[config.mk]
export PLATFORM = sky130hd
export DESIGN_NAME = crc8_checked_ascii_frame_receiver_unit
export DESIGN_NICKNAME = d
export VERILOG_FILES = /design/src/hw/rtl/crc8fr_pkg.sv /design/src/hw/rtl/crc8_checked_ascii_frame_receiver_unit.sv /design/src/hw/rtl/crc8fr_front.sv /design/src/hw/rtl/crc8fr_queue.sv /design/src/hw/rtl/crc8fr_back.sv
export SDC_FILE = /design/constraint.sdc
export NUM_CORES = 1
export LEC_CHECK = 0
export BUFFER_PORTS_ARGS = -buffer_cell sky130_fd_sc_hd__buf_2
export CAP_MARGIN = 20
export CELL_PAD_IN_SITES_DETAIL_PLACEMENT = 1
export CELL_PAD_IN_SITES_GLOBAL_PLACEMENT = 2
export CORE_MARGIN = 2
export CORE_UTILIZATION = 41
export CTS_BUF_LIST = sky130_fd_sc_hd__clkbuf_8
export DETAILED_ROUTE_END_ITERATION = 16
export PLACE_DENSITY_LB_ADDON = 0.3
export SLEW_MARGIN = 10
export SYNTH_ARGS = -nofsm -noshare
export SYNTH_HDL_FRONTEND = slang
export SYNTH_HIERARCHICAL = 1
export SYNTH_SLANG_ARGS = --single-unit
[constraint.sdc]
create_clock -name clk -period 5.9 [get_ports clk]
set_clock_uncertainty 0.2 [all_clocks]
set_input_delay 1.77 -clock clk [delete_from_list [all_inputs] [get_ports clk]]
set_output_delay 1.77 -clock clk [all_outputs]
set_load 0.005 [all_outputs]
[src/hw/rtl/crc8fr_pkg.sv]
// Shared types and constants of the framed CRC-8 receiver.
package crc8fr_pkg;

  localparam int unsigned BYTE_W      = 8;
  localparam int unsigned CFG_INDEX_W = 8;
  localparam int unsigned QUEUE_DEPTH = 4;

  localparam logic [BYTE_W-1:0] BYTE_CR    = 8'h0D;
  localparam logic [BYTE_W-1:0] BYTE_LF    = 8'h0A;
  localparam logic [BYTE_W-1:0] BYTE_OPEN  = 8'h3C;
  localparam logic [BYTE_W-1:0] BYTE_CLOSE = 8'h3E;
  localparam logic [BYTE_W-1:0] BYTE_COMMA = 8'h2C;
  localparam logic [BYTE_W-1:0] BYTE_DIG0  = 8'h30;
  localparam logic [BYTE_W-1:0] BYTE_DIG9  = 8'h39;

  localparam logic [CFG_INDEX_W-1:0] CFG_MAX_LEN = 8'd0;
  localparam logic [CFG_INDEX_W-1:0] CFG_POLY    = 8'd1;

  localparam logic [BYTE_W-1:0] MAX_LEN_RESET = 8'd255;
  localparam logic [BYTE_W-1:0] POLY_RESET    = 8'h07;

  typedef enum logic [2:0] {
    K_SKIP,
    K_OPEN,
    K_CLOSE,
    K_COMMA,
    K_DIGIT,
    K_OTHER
  } kind_t;

  typedef struct packed {
    kind_t             kind;
    logic [BYTE_W-1:0] data;
  } item_t;

  typedef enum logic [1:0] {
    ST_GOOD     = 2'd0,
    ST_NO_COMMA = 2'd1,
    ST_MISMATCH = 2'd2
  } status_t;

  typedef struct packed {
    logic              in_frame;
    logic [BYTE_W-1:0] count;
    logic [BYTE_W-1:0] crc;
    logic [BYTE_W-1:0] crc_at_comma;
    logic              comma_seen;
    logic [BYTE_W-1:0] comma_pos;
    logic [BYTE_W-1:0] dec;
    logic              dec_stopped;
    logic [BYTE_W-1:0] first_byte;
  } frame_t;

endpackage

[src/hw/rtl/crc8_checked_ascii_frame_receiver_unit.sv]
// Top level of the framed CRC-8 checked serial receiver.
//
//  channel | direction | handshake         | payload
//  --------+-----------+-------------------+-------------------------------------
//  in      | input     | in_valid/in_stall | rx_byte
//  out     | output    | out_valid/out_stall | frame_status, command_byte,
//          |           |                   | data_length, computed_crc, received_crc
//  cfg     | input     | cfg_valid/cfg_ready | cfg_index, cfg_data
//
// One byte per cycle sustained while neither in_stall nor out_stall holds it; the
// back end's combinational CRC-8 and decimal update per popped item set that rate.
// With the queue empty, the closing byte passes through the queue, then the result register.
// Reset is synchronous; no clearing pass, the block accepts bytes right away.
// in_stall rises when the QUEUE_DEPTH-entry queue is full; while out_valid is high, out_stall
// holds the result register and the back end stops popping.
module crc8_checked_ascii_frame_receiver_unit #(
  parameter int unsigned QUEUE_DEPTH = crc8fr_pkg::QUEUE_DEPTH
) (
  input  logic                                clk,
  input  logic                                rst,
  input  logic                                in_valid,
  output logic                                in_stall,
  input  logic [crc8fr_pkg::BYTE_W-1:0]       rx_byte,
  output logic                                out_valid,
  input  logic                                out_stall,
  output logic [1:0]                          frame_status,
  output logic [crc8fr_pkg::BYTE_W-1:0]       command_byte,
  output logic [crc8fr_pkg::BYTE_W-1:0]       data_length,
  output logic [crc8fr_pkg::BYTE_W-1:0]       computed_crc,
  output logic [crc8fr_pkg::BYTE_W-1:0]       received_crc,
  input  logic                                cfg_valid,
  output logic                                cfg_ready,
  input  logic [crc8fr_pkg::CFG_INDEX_W-1:0]  cfg_index,
  input  logic [crc8fr_pkg::BYTE_W-1:0]       cfg_data
);

  logic              q_full;
  logic              push;
  crc8fr_pkg::item_t push_item;
  logic              pop;
  logic              q_valid;
  crc8fr_pkg::item_t q_item;

  assign cfg_ready = 1'b1;

  crc8fr_front u_front (
    .in_valid  (in_valid),
    .rx_byte   (rx_byte),
    .in_stall  (in_stall),
    .q_full    (q_full),
    .push      (push),
    .push_item (push_item)
  );

  crc8fr_queue #(
    .DEPTH (QUEUE_DEPTH)
  ) u_queue (
    .clk       (clk),
    .rst       (rst),
    .push      (push),
    .push_item (push_item),
    .full      (q_full),
    .pop       (pop),
    .q_valid   (q_valid),
    .q_item    (q_item)
  );

  crc8fr_back u_back (
    .clk          (clk),
    .rst          (rst),
    .cfg_we       (cfg_valid && cfg_ready),
    .cfg_index    (cfg_index),
    .cfg_data     (cfg_data),
    .q_valid      (q_valid),
    .q_item       (q_item),
    .q_pop        (pop),
    .out_valid    (out_valid),
    .out_stall    (out_stall),
    .frame_status (frame_status),
    .command_byte (command_byte),
    .data_length  (data_length),
    .computed_crc (computed_crc),
    .received_crc (received_crc)
  );

endmodule

[src/hw/rtl/crc8fr_front.sv]
// Front end: classifies received bytes and pushes all but CR and LF into the queue.
module crc8fr_front (
  input  logic                                in_valid,
  input  logic [crc8fr_pkg::BYTE_W-1:0]       rx_byte,
  output logic                                in_stall,
  input  logic                                q_full,
  output logic                                push,
  output crc8fr_pkg::item_t                   push_item
);

  crc8fr_pkg::kind_t kind;

  always_comb begin
    unique case (rx_byte) inside
      crc8fr_pkg::BYTE_CR, crc8fr_pkg::BYTE_LF: kind = crc8fr_pkg::K_SKIP;
      crc8fr_pkg::BYTE_OPEN:                    kind = crc8fr_pkg::K_OPEN;
      crc8fr_pkg::BYTE_CLOSE:                   kind = crc8fr_pkg::K_CLOSE;
      crc8fr_pkg::BYTE_COMMA:                   kind = crc8fr_pkg::K_COMMA;
      [crc8fr_pkg::BYTE_DIG0:crc8fr_pkg::BYTE_DIG9]: kind = crc8fr_pkg::K_DIGIT;
      default:                                  kind = crc8fr_pkg::K_OTHER;
    endcase
  end

  assign in_stall       = q_full;
  assign push           = in_valid && !q_full && (kind != crc8fr_pkg::K_SKIP);
  assign push_item.kind = kind;
  assign push_item.data = rx_byte;

endmodule

[src/hw/rtl/crc8fr_queue.sv]
// Short queue of classified items between front and back ends.
module crc8fr_queue #(
  parameter int unsigned DEPTH = crc8fr_pkg::QUEUE_DEPTH
) (
  input  logic              clk,
  input  logic              rst,
  input  logic              push,
  input  crc8fr_pkg::item_t push_item,
  output logic              full,
  input  logic              pop,
  output logic              q_valid,
  output crc8fr_pkg::item_t q_item
);

  localparam int unsigned PTR_W = (DEPTH > 1) ? $clog2(DEPTH) : 1;
  localparam int unsigned CNT_W = $clog2(DEPTH + 1);
  localparam logic [PTR_W-1:0] LAST = PTR_W'(DEPTH - 1);
  localparam logic [CNT_W-1:0] FULL_CNT = CNT_W'(DEPTH);

  crc8fr_pkg::item_t mem [DEPTH];
  logic [PTR_W-1:0] wr_ptr;
  logic [PTR_W-1:0] rd_ptr;
  logic [CNT_W-1:0] count;

  assign full    = (count == FULL_CNT);
  assign q_valid = (count != '0);
  assign q_item  = mem[rd_ptr];

  always_ff @(posedge clk) begin
    if (push) begin
      mem[wr_ptr] <= push_item;
    end
  end

  always_ff @(posedge clk) begin
    if (rst) begin
      wr_ptr <= '0;
      rd_ptr <= '0;
      count  <= '0;
    end else begin
      if (push) begin
        wr_ptr <= (wr_ptr == LAST) ? '0 : wr_ptr + 1'b1;
      end
      if (pop) begin
        rd_ptr <= (rd_ptr == LAST) ? '0 : rd_ptr + 1'b1;
      end
      if (push && !pop) begin
        count <= count + 1'b1;
      end else if (pop && !push) begin
        count <= count - 1'b1;
      end
    end
  end

endmodule

[src/hw/rtl/crc8fr_back.sv]
// Back end: frame tracking, CRC-8, checksum parse and result register.
module crc8fr_back (
  input  logic                                clk,
  input  logic                                rst,
  input  logic                                cfg_we,
  input  logic [crc8fr_pkg::CFG_INDEX_W-1:0]  cfg_index,
  input  logic [crc8fr_pkg::BYTE_W-1:0]       cfg_data,
  input  logic                                q_valid,
  input  crc8fr_pkg::item_t                   q_item,
  output logic                                q_pop,
  output logic                                out_valid,
  input  logic                                out_stall,
  output logic [1:0]                          frame_status,
  output logic [crc8fr_pkg::BYTE_W-1:0]       command_byte,
  output logic [crc8fr_pkg::BYTE_W-1:0]       data_length,
  output logic [crc8fr_pkg::BYTE_W-1:0]       computed_crc,
  output logic [crc8fr_pkg::BYTE_W-1:0]       received_crc
);

  logic [crc8fr_pkg::BYTE_W-1:0] max_len;
  logic [crc8fr_pkg::BYTE_W-1:0] poly;

  crc8fr_pkg::frame_t  frame;
  crc8fr_pkg::frame_t  frame_next;
  logic                load;
  crc8fr_pkg::status_t res_status;
  crc8fr_pkg::status_t status_calc;
  logic [crc8fr_pkg::BYTE_W-1:0] cmd_calc;
  logic [crc8fr_pkg::BYTE_W-1:0] len_calc;
  logic [crc8fr_pkg::BYTE_W-1:0] crc_calc;
  logic [crc8fr_pkg::BYTE_W-1:0] rx_calc;
  logic [crc8fr_pkg::BYTE_W-1:0] dec_times_ten;

  function automatic logic [crc8fr_pkg::BYTE_W-1:0] crc8_step(
    input logic [crc8fr_pkg::BYTE_W-1:0] crc,
    input logic [crc8fr_pkg::BYTE_W-1:0] b,
    input logic [crc8fr_pkg::BYTE_W-1:0] p
  );
    logic [crc8fr_pkg::BYTE_W-1:0] v;
    v = crc ^ b;
    for (int k = 0; k < crc8fr_pkg::BYTE_W; k++) begin
      v = v[crc8fr_pkg::BYTE_W-1] ? ((v << 1) ^ p) : (v << 1);
    end
    return v;
  endfunction

  always_ff @(posedge clk) begin
    if (rst) begin
      max_len <= crc8fr_pkg::MAX_LEN_RESET;
      poly    <= crc8fr_pkg::POLY_RESET;
    end else if (cfg_we) begin
      unique case (cfg_index)
        crc8fr_pkg::CFG_MAX_LEN: max_len <= cfg_data;
        crc8fr_pkg::CFG_POLY:    poly    <= cfg_data;
        default: ;
      endcase
    end
  end

  assign q_pop         = q_valid && (!out_valid || !out_stall);
  assign dec_times_ten = (frame.dec << 3) + (frame.dec << 1);

  always_comb begin
    frame_next = frame;
    load       = 1'b0;
    if (q_pop) begin
      if (!frame.in_frame && (q_item.kind == crc8fr_pkg::K_OPEN)) begin
        frame_next          = '0;
        frame_next.in_frame = 1'b1;
      end else if (frame.in_frame && (q_item.kind == crc8fr_pkg::K_CLOSE)) begin
        load       = (frame.count != '0);
        frame_next = '0;
      end else if (frame.in_frame && (frame.count < max_len)) begin
        if (frame.count == '0) begin
          frame_next.first_byte = q_item.data;
        end
        if (q_item.kind == crc8fr_pkg::K_COMMA) begin
          frame_next.crc_at_comma = frame.crc;
          frame_next.comma_pos    = frame.count;
          frame_next.comma_seen   = 1'b1;
          frame_next.dec          = '0;
          frame_next.dec_stopped  = 1'b0;
        end else if (frame.comma_seen && !frame.dec_stopped) begin
          if (q_item.kind == crc8fr_pkg::K_DIGIT) begin
            frame_next.dec = dec_times_ten + {4'b0, q_item.data[3:0]};
          end else begin
            frame_next.dec_stopped = 1'b1;
          end
        end
        frame_next.crc   = crc8_step(frame.crc, q_item.data, poly);
        frame_next.count = frame.count + 1'b1;
      end else begin
        frame_next = '0;
      end
    end
  end

  always_comb begin
    if (!frame.comma_seen) begin
      status_calc = crc8fr_pkg::ST_NO_COMMA;
      cmd_calc    = '0;
      len_calc    = '0;
      crc_calc    = '0;
      rx_calc     = '0;
    end else begin
      status_calc = (frame.crc_at_comma == frame.dec) ? crc8fr_pkg::ST_GOOD
                                                      : crc8fr_pkg::ST_MISMATCH;
      cmd_calc    = (frame.comma_pos != '0) ? frame.first_byte : '0;
      len_calc    = frame.comma_pos;
      crc_calc    = frame.crc_at_comma;
      rx_calc     = frame.dec;
    end
  end

  always_ff @(posedge clk) begin
    if (rst) begin
      frame     <= '0;
      out_valid <= 1'b0;
    end else begin
      frame <= frame_next;
      if (load) begin
        out_valid <= 1'b1;
      end else if (!out_stall) begin
        out_valid <= 1'b0;
      end
    end
  end

  always_ff @(posedge clk) begin
    if (load) begin
      res_status   <= status_calc;
      command_byte <= cmd_calc;
      data_length  <= len_calc;
      computed_crc <= crc_calc;
      received_crc <= rx_calc;
    end
  end

  assign frame_status = res_status;

  a_idle_clear: assert property (@(posedge clk) disable iff (rst)
    !frame.in_frame |-> (frame.count == '0) && !frame.comma_seen)
    else $error("frame state not cleared outside a frame");

  a_comma_pos: assert property (@(posedge clk) disable iff (rst)
    frame.comma_seen |-> (frame.comma_pos < frame.count))
    else $error("comma position beyond byte count");

  a_dec_zero: assert property (@(posedge clk) disable iff (rst)
    !frame.comma_seen |-> (frame.dec == '0) && !frame.dec_stopped)
    else $error("checksum accumulated before any comma");

  a_no_overwrite: assert property (@(posedge clk) disable iff (rst)
    out_valid && out_stall |-> !load)
    else $error("pending result overwritten");

endmodule
# == Word-level counts from Yosys, hierarchy flattened ==
# Memory sizes are Yosys's and may differ from the RTL's. A register that Yosys moved wholly into a read port is not among the register bits.
# Index checks and enable logic that the tools add are counted.
# op_classes
add_sub_neg,7
mux,33
n_reduce_logical,34
n_eq_ne,21
order_cmp,3
n_bitwise,9
# op_table
operator,n
$mux W51,2
$mux W8,10
$xor A8 B8 Y8,9
$mux W50,1
$eq A8 B6 Y1 const B,3
$mux W9,2
$mux W17,1
$eq A8 B4 Y1 const B,2
$logic_not A8 Y1,2
$reduce_bool A8 Y1,2
$ne A5 B3 Y1 const B,3
$pmux W3 S5,1
$reduce_and A2 Y1,6
$logic_and A1 B1 Y1,10
$mux W2,5
$mux W1,9
$add A8 B1 Y8 const B,1
$add A8 B4 Y8,1
$add A8 B8 Y8,1
$eq A8 B1 Y1 const B,1
$eq A8 B8 Y1,1
$ge A8 B6 Y1 const B,1
$le A8 B6 Y1 const B,1
$lt A8 B8 Y1,1
17 further kinds,31
# word_totals
input_bits,29
mem_bits_rw,44
memories,1
wordCells,128
register_bits,109
output_inout_bits,37
# memory_table
name,words,width,rd,rd_clocked_by_memory_dff,wr,line,text
u_queue.mem,4,11,1,1,1,crc8fr_queue.sv:20,crc8fr_pkg::item_t mem [DEPTH];

# == Logic depth before layout (Yosys ltp) ==
# Gate-level depths: netlist (run 1).
# logic_depth
depth_word,20
ltp_mapped,16
mapped_depth_nobuf,13

# == Hierarchy ==
# The synthesis (run 1) kept the hierarchy.
# modules_own_cells
module,instances,seq_area_each_um2,area_each_um2,cells_each
crc8fr_back,1,2382.3,6105.9,646
crc8fr_queue,1,1501.4,2030.7,101
crc8fr_front,1,0.0,200.2,25
crc8_checked_ascii_frame_receiver_unit,1,0.0,11.3,2

# == Least setup slack after synthesis (run 1) ==
# OpenSTA, ideal clock, no wires.
# synth_timing
path_kind,reg2reg
from,register with a tool-made name
to,register u_back/frame[37] in the netlist's numbering
slack_ps,1383
required_time_ps,5637
synth_period_minus_slack_ps,4517
arrival_ps,4254
path_buffers,1
path_stages_with_launch,15
setup_ps,63
path_cell_list,dfxtp_1 buf_6 mux4_2 xor2_2 xnor2_1 or3_1 o311a_4 and3_1 or4_4 a31o_4 a211o_1 a21oi_4 xor2_2 or4b_1 nand3_1
# synth_lines
item,line,text
to (signal assigned),crc8fr_back.sv:120,frame <= frame_next;
to (decl),crc8fr_back.sv:23,crc8fr_pkg::frame_t frame;

==> out/metrics.yaml, run 1 <==
routing:
  drt-initial-drc-count: 256
  drcViolationCount: 0
  via_count: 6020
  drtPass1Iterations: 5
  ant_nets: 0
  wl_per_cell_um: 19.2
  totalWireLength_um: 21200
  viasPerCell: 5.46
synth:
  yosysWarnings: 6
  ys_ff_latch: 155
  ys_types: 84
  ys.flop_type: "edfxtp_1"
  syn_avg_cell_area_um2: 10.8
  synth_area_leaders: "edfxtp_1, dfxtp_1, xnor2_1"
  syn_inst: 774
  yosysTopAreaCell: "edfxtp_1"
  syn_nets: 831
  synth-edff-count: 78
  yosysTopAreaCellShare: 0.281
  synthArstFlopShare: 0
  synth.yosys.seq_area_share: 0.465
  syn_area_um2: 8350
clocking:
  cts_setup_buffers: 0
  cts_tree: "yes"
  clkTransAtPathRegs_ns: 0.09
  ctsHtreeMaxLevel: 4
  clock_latency_ns: 0.46
  numCtsBuffers: 17
  clk_path_buf_depth: 2
  hold_buffers: 0
  numClockSinks: 155
  root_buffer: "clkbuf_8"
  cts_resized: 0
critical_path:
  path_max_fanout: 11
  startpoint_type: "flip-flop"
  cp.buffers_inverters: 1
  crit_arrival_ns: 5.21
  path_cells: "buf_4 -> mux4_2 -> xor2_2 -> xnor2_1 -> mux2i_1 -> o21ai_0 -> nand2_1 -> or4_4 -> a31o_4 -> a211o_1 -> a21oi_4 -> xor2_2 -> or4b_1 -> nand3_1"
  path_delay_family: "simple AND/OR/NAND/NOR gates"
  required_ns: 6.10
  cpMaxStageDelayCell: "mux4_2"
  timing_worst_setup_path_type: "flip-flop to flip-flop"
  slowest_delay_ns: 0.60
  cpMostUsedCell: "xor2_2"
  end_kind: "flip-flop"
pwr:
  finalPower_uw: 3910
  p_sw_uw: 1600
  combPwrFrac: 0.479
  leakage_uw: 0.00360
  power.switching_fraction: 0.408
  internal_power_uw: 2320
  ir_drop_mv: 0.200
  seq_power_share: 0.315
  pwr-share-clk: 0.206
  power_density_nw_per_um2: 426
sta:
  relSlewSlack: 0.326
  tns_ns: 0
  worst_slew_pin_slew_ns: 1.01
  setup_viol: 0
  finalCriticalPeriod_ns: 5.02
  min_period_over_period: 0.850
  finalHoldViolCount: 0
  setup_slack_ns: 0.884
  rsz0062_at_grt: "no"
  maxSlewViolCount: 0
  max_freq_mhz: 199
  holdWs_ns: 0.289
floorplan:
  ioPinCount: 66
  die_w_um: 147
  coreArea_um2: 20100
  fp-row-count: 52
  die_area_um2: 21500
  initial_utilization: 0.415
  die_y_um: 147
final_layout:
  layout-drive-gt1-share: 0.174
  nFillCells: 2234
  multi_input_area_um2: 4090
  ff_latch_area_um2: 3880
  diodes: 0
  final_common_cell: "nor2_1"
  syn_to_final_growth_pct: 9.91
  layout.nets: 876
  finalCoreUtilization: 0.456
  layout_common_cells: "nor2_1, edfxtp_1, dfxtp_1"
place:
  io_buffers: 64
  gp_congestion: 0.847
  place_ws_ns: 0.948
  hpwl_um: 16000
global_route:
  grt_pass1_vias: 6276
  antenna_found_initial: 0
  grtUsageTotal: 0.204
  gr-total-overflow: 0
  grt_pass1_wl_um: 34100
  grt_max_degree: 40
min_path:
  hp-start: "u_back/frame[16]"
  worstHoldPathType: "flip-flop to flip-flop"
status:
  status: "finished, final reports clean"
job:
  cap_violations: 0
cells by family (layout without fill, tap and decap cells):
kind of cell               Yosys count  after routing  share of synthesized area
and+or+nand+nor                    268            268                      0.162
DFF                                155            155                      0.465
AOI/OAI and AO/OA                  141            141                      0.130
xor gates and xnor gates            78             78                     0.0989
buffers and inverters               74            132                     0.0471
muxes                               29             29                     0.0520
adders and majority gates           28             28                     0.0447
other                                1              1                   0.000449
worst register-to-register path, cell delays in order, from the launching register on:
cell	delay (ns)
dfxtp_1	0.33
buf_4	0.24
mux4_2	0.60
xor2_2	0.37
xnor2_1	0.28
mux2i_1	0.21
o21ai_0	0.33
nand2_1	0.25
or4_4	0.48
a31o_4	0.26
a211o_1	0.35
a21oi_4	0.27
xor2_2	0.18
or4b_1	0.53
nand3_1	0.10
power groups by stage:
stage                     Clock, µW  Combinational, µW  Sequential [µW]
after floorplan                   0               1470             1230
after global placement            0               1810             1250
after detailed placement          0               1870             1260
after CTS                       830               1880             1240
after global routing            866               2040             1240
final                           805               1870             1230
cell type report:
class                      instances  share of cell area
clock inverter                    15              0.0170
timing repair buffer              70              0.0398
multi-input combinational        545               0.445
sequential                       155               0.423
tap                              270              0.0368
inverter                          30              0.0123
clock buffer                      17              0.0255
synthesized netlist by cell type (13+ instances only):
master     n
a211o_1   14
nor2_1    84
nand3_1   27
inv_1     30
xor2_1    27
clkbuf_1  22
edfxtp_1  78
mux2i_1   16
xnor2_1   39
ha_1      25
o21ai_0   15
a21oi_1   31
a21o_1    13
a22oi_1   22
dfxtp_1   77
and2_1    38
nand2_1   55
state kept, by name, indices dropped and copies added, names as in the netlist, named ones only:
signal / flops
u_back/out_valid: 1
u_queue/mem: 44
u_back/received_crc: 8
u_back/frame_status: 2
u_back/frame: 51
u_queue/rd_ptr: 2
u_back/data_length: 8
u_back/max_len: 8
u_queue/wr_ptr: 2
u_queue/count: 3
u_back/poly: 8
u_back/command_byte: 8
u_back/computed_crc: 8
per-layer routing:
layer | up-vias | routed length (µm) | track usage
met5 | - | 0 | 0
met4 | 0 | 464 | 0.0665
met3 | 38 | 688 | 0.0388
met2 | 114 | 10900 | 0.363
met1 | 3009 | 9160 | 0.248
li1 | 2859 | - | -
per-stage QoR:
| stage | instances | instance area (µm²) |
|---|---|---|
| 6_report | 1102 | 9180 |
| 4_1_cts | 1102 | 9180 |
| 3_5_place_dp | 1070 | 8780 |
| 2_1_floorplan | 774 | 8350 |
| 5_1_grt | 1102 | 9180 |
| 3_3_place_gp | 1070 | 8780 |
final timing paths:
check	to	slack [ns]	cells after the start
worst max register to register	u_back/frame[39]	0.88	14
worst max-delay path	u_back/frame[39]	0.88	14
worst min register to register	u_back/frame[16]	0.29	2
worst min-delay path	u_back/frame[16]	0.29	2
Power figures use the tool's default switching activity.
==> run 2: changes to the inputs <==
--- a/config.mk
+++ b/config.mk
@@ -11,7 +11,8 @@
 export CELL_PAD_IN_SITES_GLOBAL_PLACEMENT = 2
 export CORE_MARGIN = 2
 export CORE_UTILIZATION = 41
-export CTS_BUF_LIST = sky130_fd_sc_hd__clkbuf_8
+export CTS_BUF_LIST = sky130_fd_sc_hd__clkbuf_4 sky130_fd_sc_hd__clkbuf_8
+export CTS_CLUSTER_SIZE = 20
 export DETAILED_ROUTE_END_ITERATION = 16
 export PLACE_DENSITY_LB_ADDON = 0.3
 export SLEW_MARGIN = 10
==> run 2 against run 1 <==
Net effect:
- combinational power hardly changed
- power hardly changed
- non-clock buffer count stayed put
- count of clock-buffer cells in the layout is 1 higher
- hold slack worse by 0.0011 ns
- final cell count stayed put
- critical path depth stayed put
- global-route usage hardly changed
- sequential power hardly changed
- largest cell class unchanged
==> out/metrics.yaml, run 2 (same netlist as run 1, synthesis figures left out) <==
routing:
  viasPerCell: 5.44
  wl_per_cell_um: 19.2
  totalWireLength_um: 21100
  drtPass1Iterations: 4
  via_count: 5996
  drt-initial-drc-count: 279
  ant_nets: 0
  drcViolationCount: 0
place:
  dp_cells: 1070
  place_ws_ns: 0.948
  gp_congestion: 0.847
  place_area_um2: 8780
  io_buffers: 64
  hpwl_um: 16000
sta:
  min_period_over_period: 0.850
  finalHoldViolCount: 0
  setup_slack_ns: 0.885
  finalCriticalPeriod_ns: 5.02
  rsz0062_at_grt: "no"
  worst_slew_pin_slew_ns: 0.994
  maxSlewViolCount: 0
  setup_viol: 0
  tns_ns: 0
  max_freq_mhz: 199
  relSlewSlack: 0.336
floorplan:
  coreArea_um2: 20100
  ioPinCount: 66
  die_y_um: 147
  die_area_um2: 21500
  die_w_um: 147
  fp-row-count: 52
  initial_utilization: 0.415
final_layout:
  final_common_cell: "nor2_1"
  largestRegisters: "u_back/frame (51), u_queue/mem (44)"
  fin_area_um2: 9180
  layout-drive-gt1-share: 0.175
  syn_to_final_growth_pct: 9.95
  layout.nets: 876
  largest_register: "u_back/frame"
  layout_common_cells: "nor2_1, edfxtp_1, dfxtp_1"
  diodes: 0
  fin_cells: 1102
  largest_reg_flops: 51
clocking:
  root_buffer: "clkbuf_8"
  numClockSinks: 155
  cts_tree: "yes"
  ctsHtreeMaxLevel: 4
  clk_path_buf_depth: 2
  clock_latency_ns: 0.46
  hold_buffers: 0
  numCtsBuffers: 17
  cts_resized: 0
  cts_setup_buffers: 0
  clkTransAtPathRegs_ns: 0.09
global_route:
  grt_max_degree: 40
  gr-total-overflow: 0
  grt_pass1_vias: 6265
  grt_pass1_wl_um: 34100
  antenna_found_initial: 0
  grtUsageTotal: 0.203
critical_path:
  crit_arrival_ns: 5.21
  slowest_delay_ns: 0.60
  cp.buffers_inverters: 1
  path_delay_family: "simple AND/OR/NAND/NOR gates"
  end_kind: "flip-flop"
  path_cells: "buf_4 -> mux4_2 -> xor2_2 -> xnor2_1 -> mux2i_1 -> o21ai_0 -> nand2_1 -> or4_4 -> a31o_4 -> a211o_1 -> a21oi_4 -> xor2_2 -> or4b_1 -> nand3_1"
  startpoint_type: "flip-flop"
  cpMaxStageDelayCell: "mux4_2"
  cpMostUsedCell: "xor2_2"
  timing_worst_setup_path_type: "flip-flop to flip-flop"
  path_max_fanout: 11
  required_ns: 6.10
status:
  status: "finished, final reports clean"
job:
  cap_violations: 0
pwr:
  power_density_nw_per_um2: 427
  leakage_uw: 0.00360
  ir_drop_mv: 0.200
min_path:
  worstHoldPathType: "flip-flop to flip-flop"
-- run 2: routing by layer --
metal / wire, µm / track usage / vias to the layer above
met5: 0 / 0 / -
met4: 456 / 0.0665 / 0
met3: 689 / 0.0388 / 36
met2: 10900 / 0.361 / 108
met1: 9070 / 0.249 / 2994
li1: - / - / 2858
-- run 2: worst min-delay path, stage by stage (launching register included) --
cell and delay, ns:
dfxtp_1 0.34, nand2_1 0.06, a21oi_1 0.05
-- run 2: metrics by stage --
stage                     power (µW)  hold WS, ns  utilization
after global placement          3060        0.268        0.437
final                           3910        0.288        0.457
after detailed placement        3130        0.272        0.437
after CTS                       3950        0.290        0.457
after global routing            4150        0.312        0.457
after floorplan                 2710        0.246            -
-- run 2: layout make-up --
| cell class | instances | area [µm²] |
|---|---|---|
| timing repair buffer | 70 | 365 |
| inverter | 30 | 113 |
| tap | 270 | 338 |
| clock inverter | 14 | 153 |
| fill | 2233 | 10900 |
| multi-input combinational | 545 | 4090 |
| clock buffer | 18 | 241 |
| sequential | 155 | 3880 |
-- run 2: power by group --
group          internal, µW  switching, µW  leakage, µW  total (µW)
Combinational           780           1090      0.00210        1870
Clock                   358            454     0.000203         812
Sequential             1180           49.8      0.00130        1230
-- run 2: worst paths after layout --
path                      end  slack [ns]        startpoint  cells past startpoint
min reg2reg  u_back/frame[16]        0.29  u_back/frame[16]                      2
max reg2reg  u_back/frame[39]        0.88         flip-flop                     14
min          u_back/frame[16]        0.29  u_back/frame[16]                      2
max          u_back/frame[39]        0.88         flip-flop                     14
==> run 3: changes to the inputs <==
--- a/config.mk
+++ b/config.mk
@@ -14,7 +14,8 @@
 export CTS_BUF_LIST = sky130_fd_sc_hd__clkbuf_4 sky130_fd_sc_hd__clkbuf_8
 export CTS_CLUSTER_SIZE = 20
 export DETAILED_ROUTE_END_ITERATION = 16
-export PLACE_DENSITY_LB_ADDON = 0.3
+export PLACE_DENSITY_LB_ADDON = 0.05
+export REMOVE_ABC_BUFFERS = 1
 export SLEW_MARGIN = 10
 export SYNTH_ARGS = -nofsm -noshare
 export SYNTH_HDL_FRONTEND = slang
==> run 3 against run 2 <==
Net effect:
- power fell by 0.46%
- fmax grew 3.9%
- global-route usage increased by 0.30 points
- critical path depth down 1
- register-to-register slack gained 0.19 ns
- die area stayed put
- clock power is 4.2% lower
- count of clock-buffer cells in the layout up 1
- routed wire length increased by 1.4%
==> out/metrics.yaml, run 3 (same netlist as run 1, synthesis figures left out) <==
global_route:
  grt_pass1_vias: 6176
  grt_max_degree: 66
  gr-total-overflow: 0
  grtUsageTotal: 0.206
  grt_pass1_wl_um: 34700
  antenna_found_initial: 0
routing:
  viasPerCell: 5.41
  totalWireLength_um: 21400
  drcViolationCount: 0
  ant_nets: 0
  drt-initial-drc-count: 280
  wl_per_cell_um: 19.3
  drtPass1Iterations: 5
  via_count: 6000
floorplan:
  initial_utilization: 0.415
  coreArea_um2: 20100
  die_area_um2: 21500
  ioPinCount: 66
  die_y_um: 147
  die_w_um: 147
  fp-row-count: 52
status:
  status: "finished, final reports clean"
place:
  gp_congestion: 0.830
  io_buffers: 64
  dp_cells: 1075
  hpwl_um: 15800
pwr:
  power.switching_fraction: 0.402
  seq_power_share: 0.314
  leakage_uw: 0.00363
  internal_power_uw: 2330
  combPwrFrac: 0.486
  pwr-share-clk: 0.200
  p_sw_uw: 1560
  ir_drop_mv: 0.156
  power_density_nw_per_um2: 422
clocking:
  clk_path_buf_depth: 2
  clkTransAtPathRegs_ns: 0.09
  cts_tree: "yes"
  ctsHtreeMaxLevel: 4
  numClockSinks: 155
  root_buffer: "clkbuf_8"
  cts_resized: 0
  hold_buffers: 0
  numCtsBuffers: 17
  clock_latency_ns: 0.45
  cts_setup_buffers: 0
job:
  cap_violations: 0
final_layout:
  largest_register: "u_back/frame"
  fin_cells: 1109
  syn_to_final_growth_pct: 10.6
  largestRegisters: "u_back/frame (51), u_queue/mem (44)"
  layout-drive-gt1-share: 0.182
  layout_common_cells: "nor2_1, edfxtp_1, dfxtp_1"
  largest_reg_flops: 51
  layout.nets: 883
  final_common_cell: "nor2_1"
  diodes: 0
critical_path:
  timing_worst_setup_path_type: "flip-flop to flip-flop"
  reg2regPathDepth: 13
  path_max_fanout: 8
  startpoint_type: "flip-flop"
  required_ns: 6.08
  r2r_end: "u_back/frame[37]"
  r2r_slack_ns: 1.07
  end_kind: "flip-flop"
  crit_arrival_ns: 5.01
min_path:
  min_to: "u_back/frame[16]"
  min_path_cells: 2
  hp-start: "u_back/frame[16]"
  worstHoldPathType: "flip-flop to flip-flop"
sta:
  finalHoldViolCount: 0
  rsz0062_at_grt: "no"
  finalCriticalPeriod_ns: 4.83
  max_freq_mhz: 207
  tns_ns: 0
  min_period_over_period: 0.818
  maxSlewViolCount: 0
  relSlewSlack: 0.425
  setup_viol: 0
  worst_slew_pin_slew_ns: 0.862
## run 3: per-layer routing
layer  part of all wire  global-route usage  vias up
li1                   -                   -     2873
met1               0.47               0.286     3003
met2               0.49               0.345      112
met3              0.034              0.0345       12
met4             0.0064              0.0374        0
met5                  0                   0        -
## run 3: final cells by class
type	instances	area, µm²
clock buffers	19	249
clock inverters	13	136
fillers	2193	10900
inverters	30	113
multi-input cells	545	4090
flip-flops and latches	155	3880
well taps	270	338
repair buffers	77	430
## run 3: power by group through the flow
stage	logic, µW	clock network, µW	registers [µW]
global route	2060	854	1230
CTS	1910	802	1230
floorplan	1410	0	1250
finish	1900	778	1220
global placement	1860	0	1240
detailed placement	1900	0	1250
## run 3: worst max path at each step
stage          slack, ns               end
2_1_floorplan       0.89  u_back/frame[39]
5_1_grt             0.75  u_back/frame[39]
3_3_place_gp        1.17  u_back/frame[37]
6_report            1.07  u_back/frame[37]
4_1_cts             1.04  u_back/frame[37]
3_5_place_dp        1.09  u_back/frame[37]
## run 3: worst max-delay path, stage by stage, from the launching register on
cell     delay, ns
dfxtp_1       0.45
mux4_2        0.61
xor2_2        0.37
xnor2_1       0.28
mux2i_1       0.19
o21ai_0       0.33
nand2_1       0.24
or4_4         0.48
a31o_4        0.27
a211o_1       0.34
a21oi_4       0.23
xor2_2        0.15
or4b_1        0.53
nand3_1       0.09
## run 3: metrics by stage
stage                util  hold slack (ns)  setup WS, ns  power (µW)  cell area [µm²]
global placement    0.439            0.270          1.17        3110             8820
detailed placement  0.439            0.278          1.09        3150             8820
finish              0.459            0.290          1.07        3900             9240
floorplan               -            0.246         0.893        2660             8070
CTS                 0.458            0.292          1.04        3940             9210
global route        0.459            0.325         0.748        4140             9240
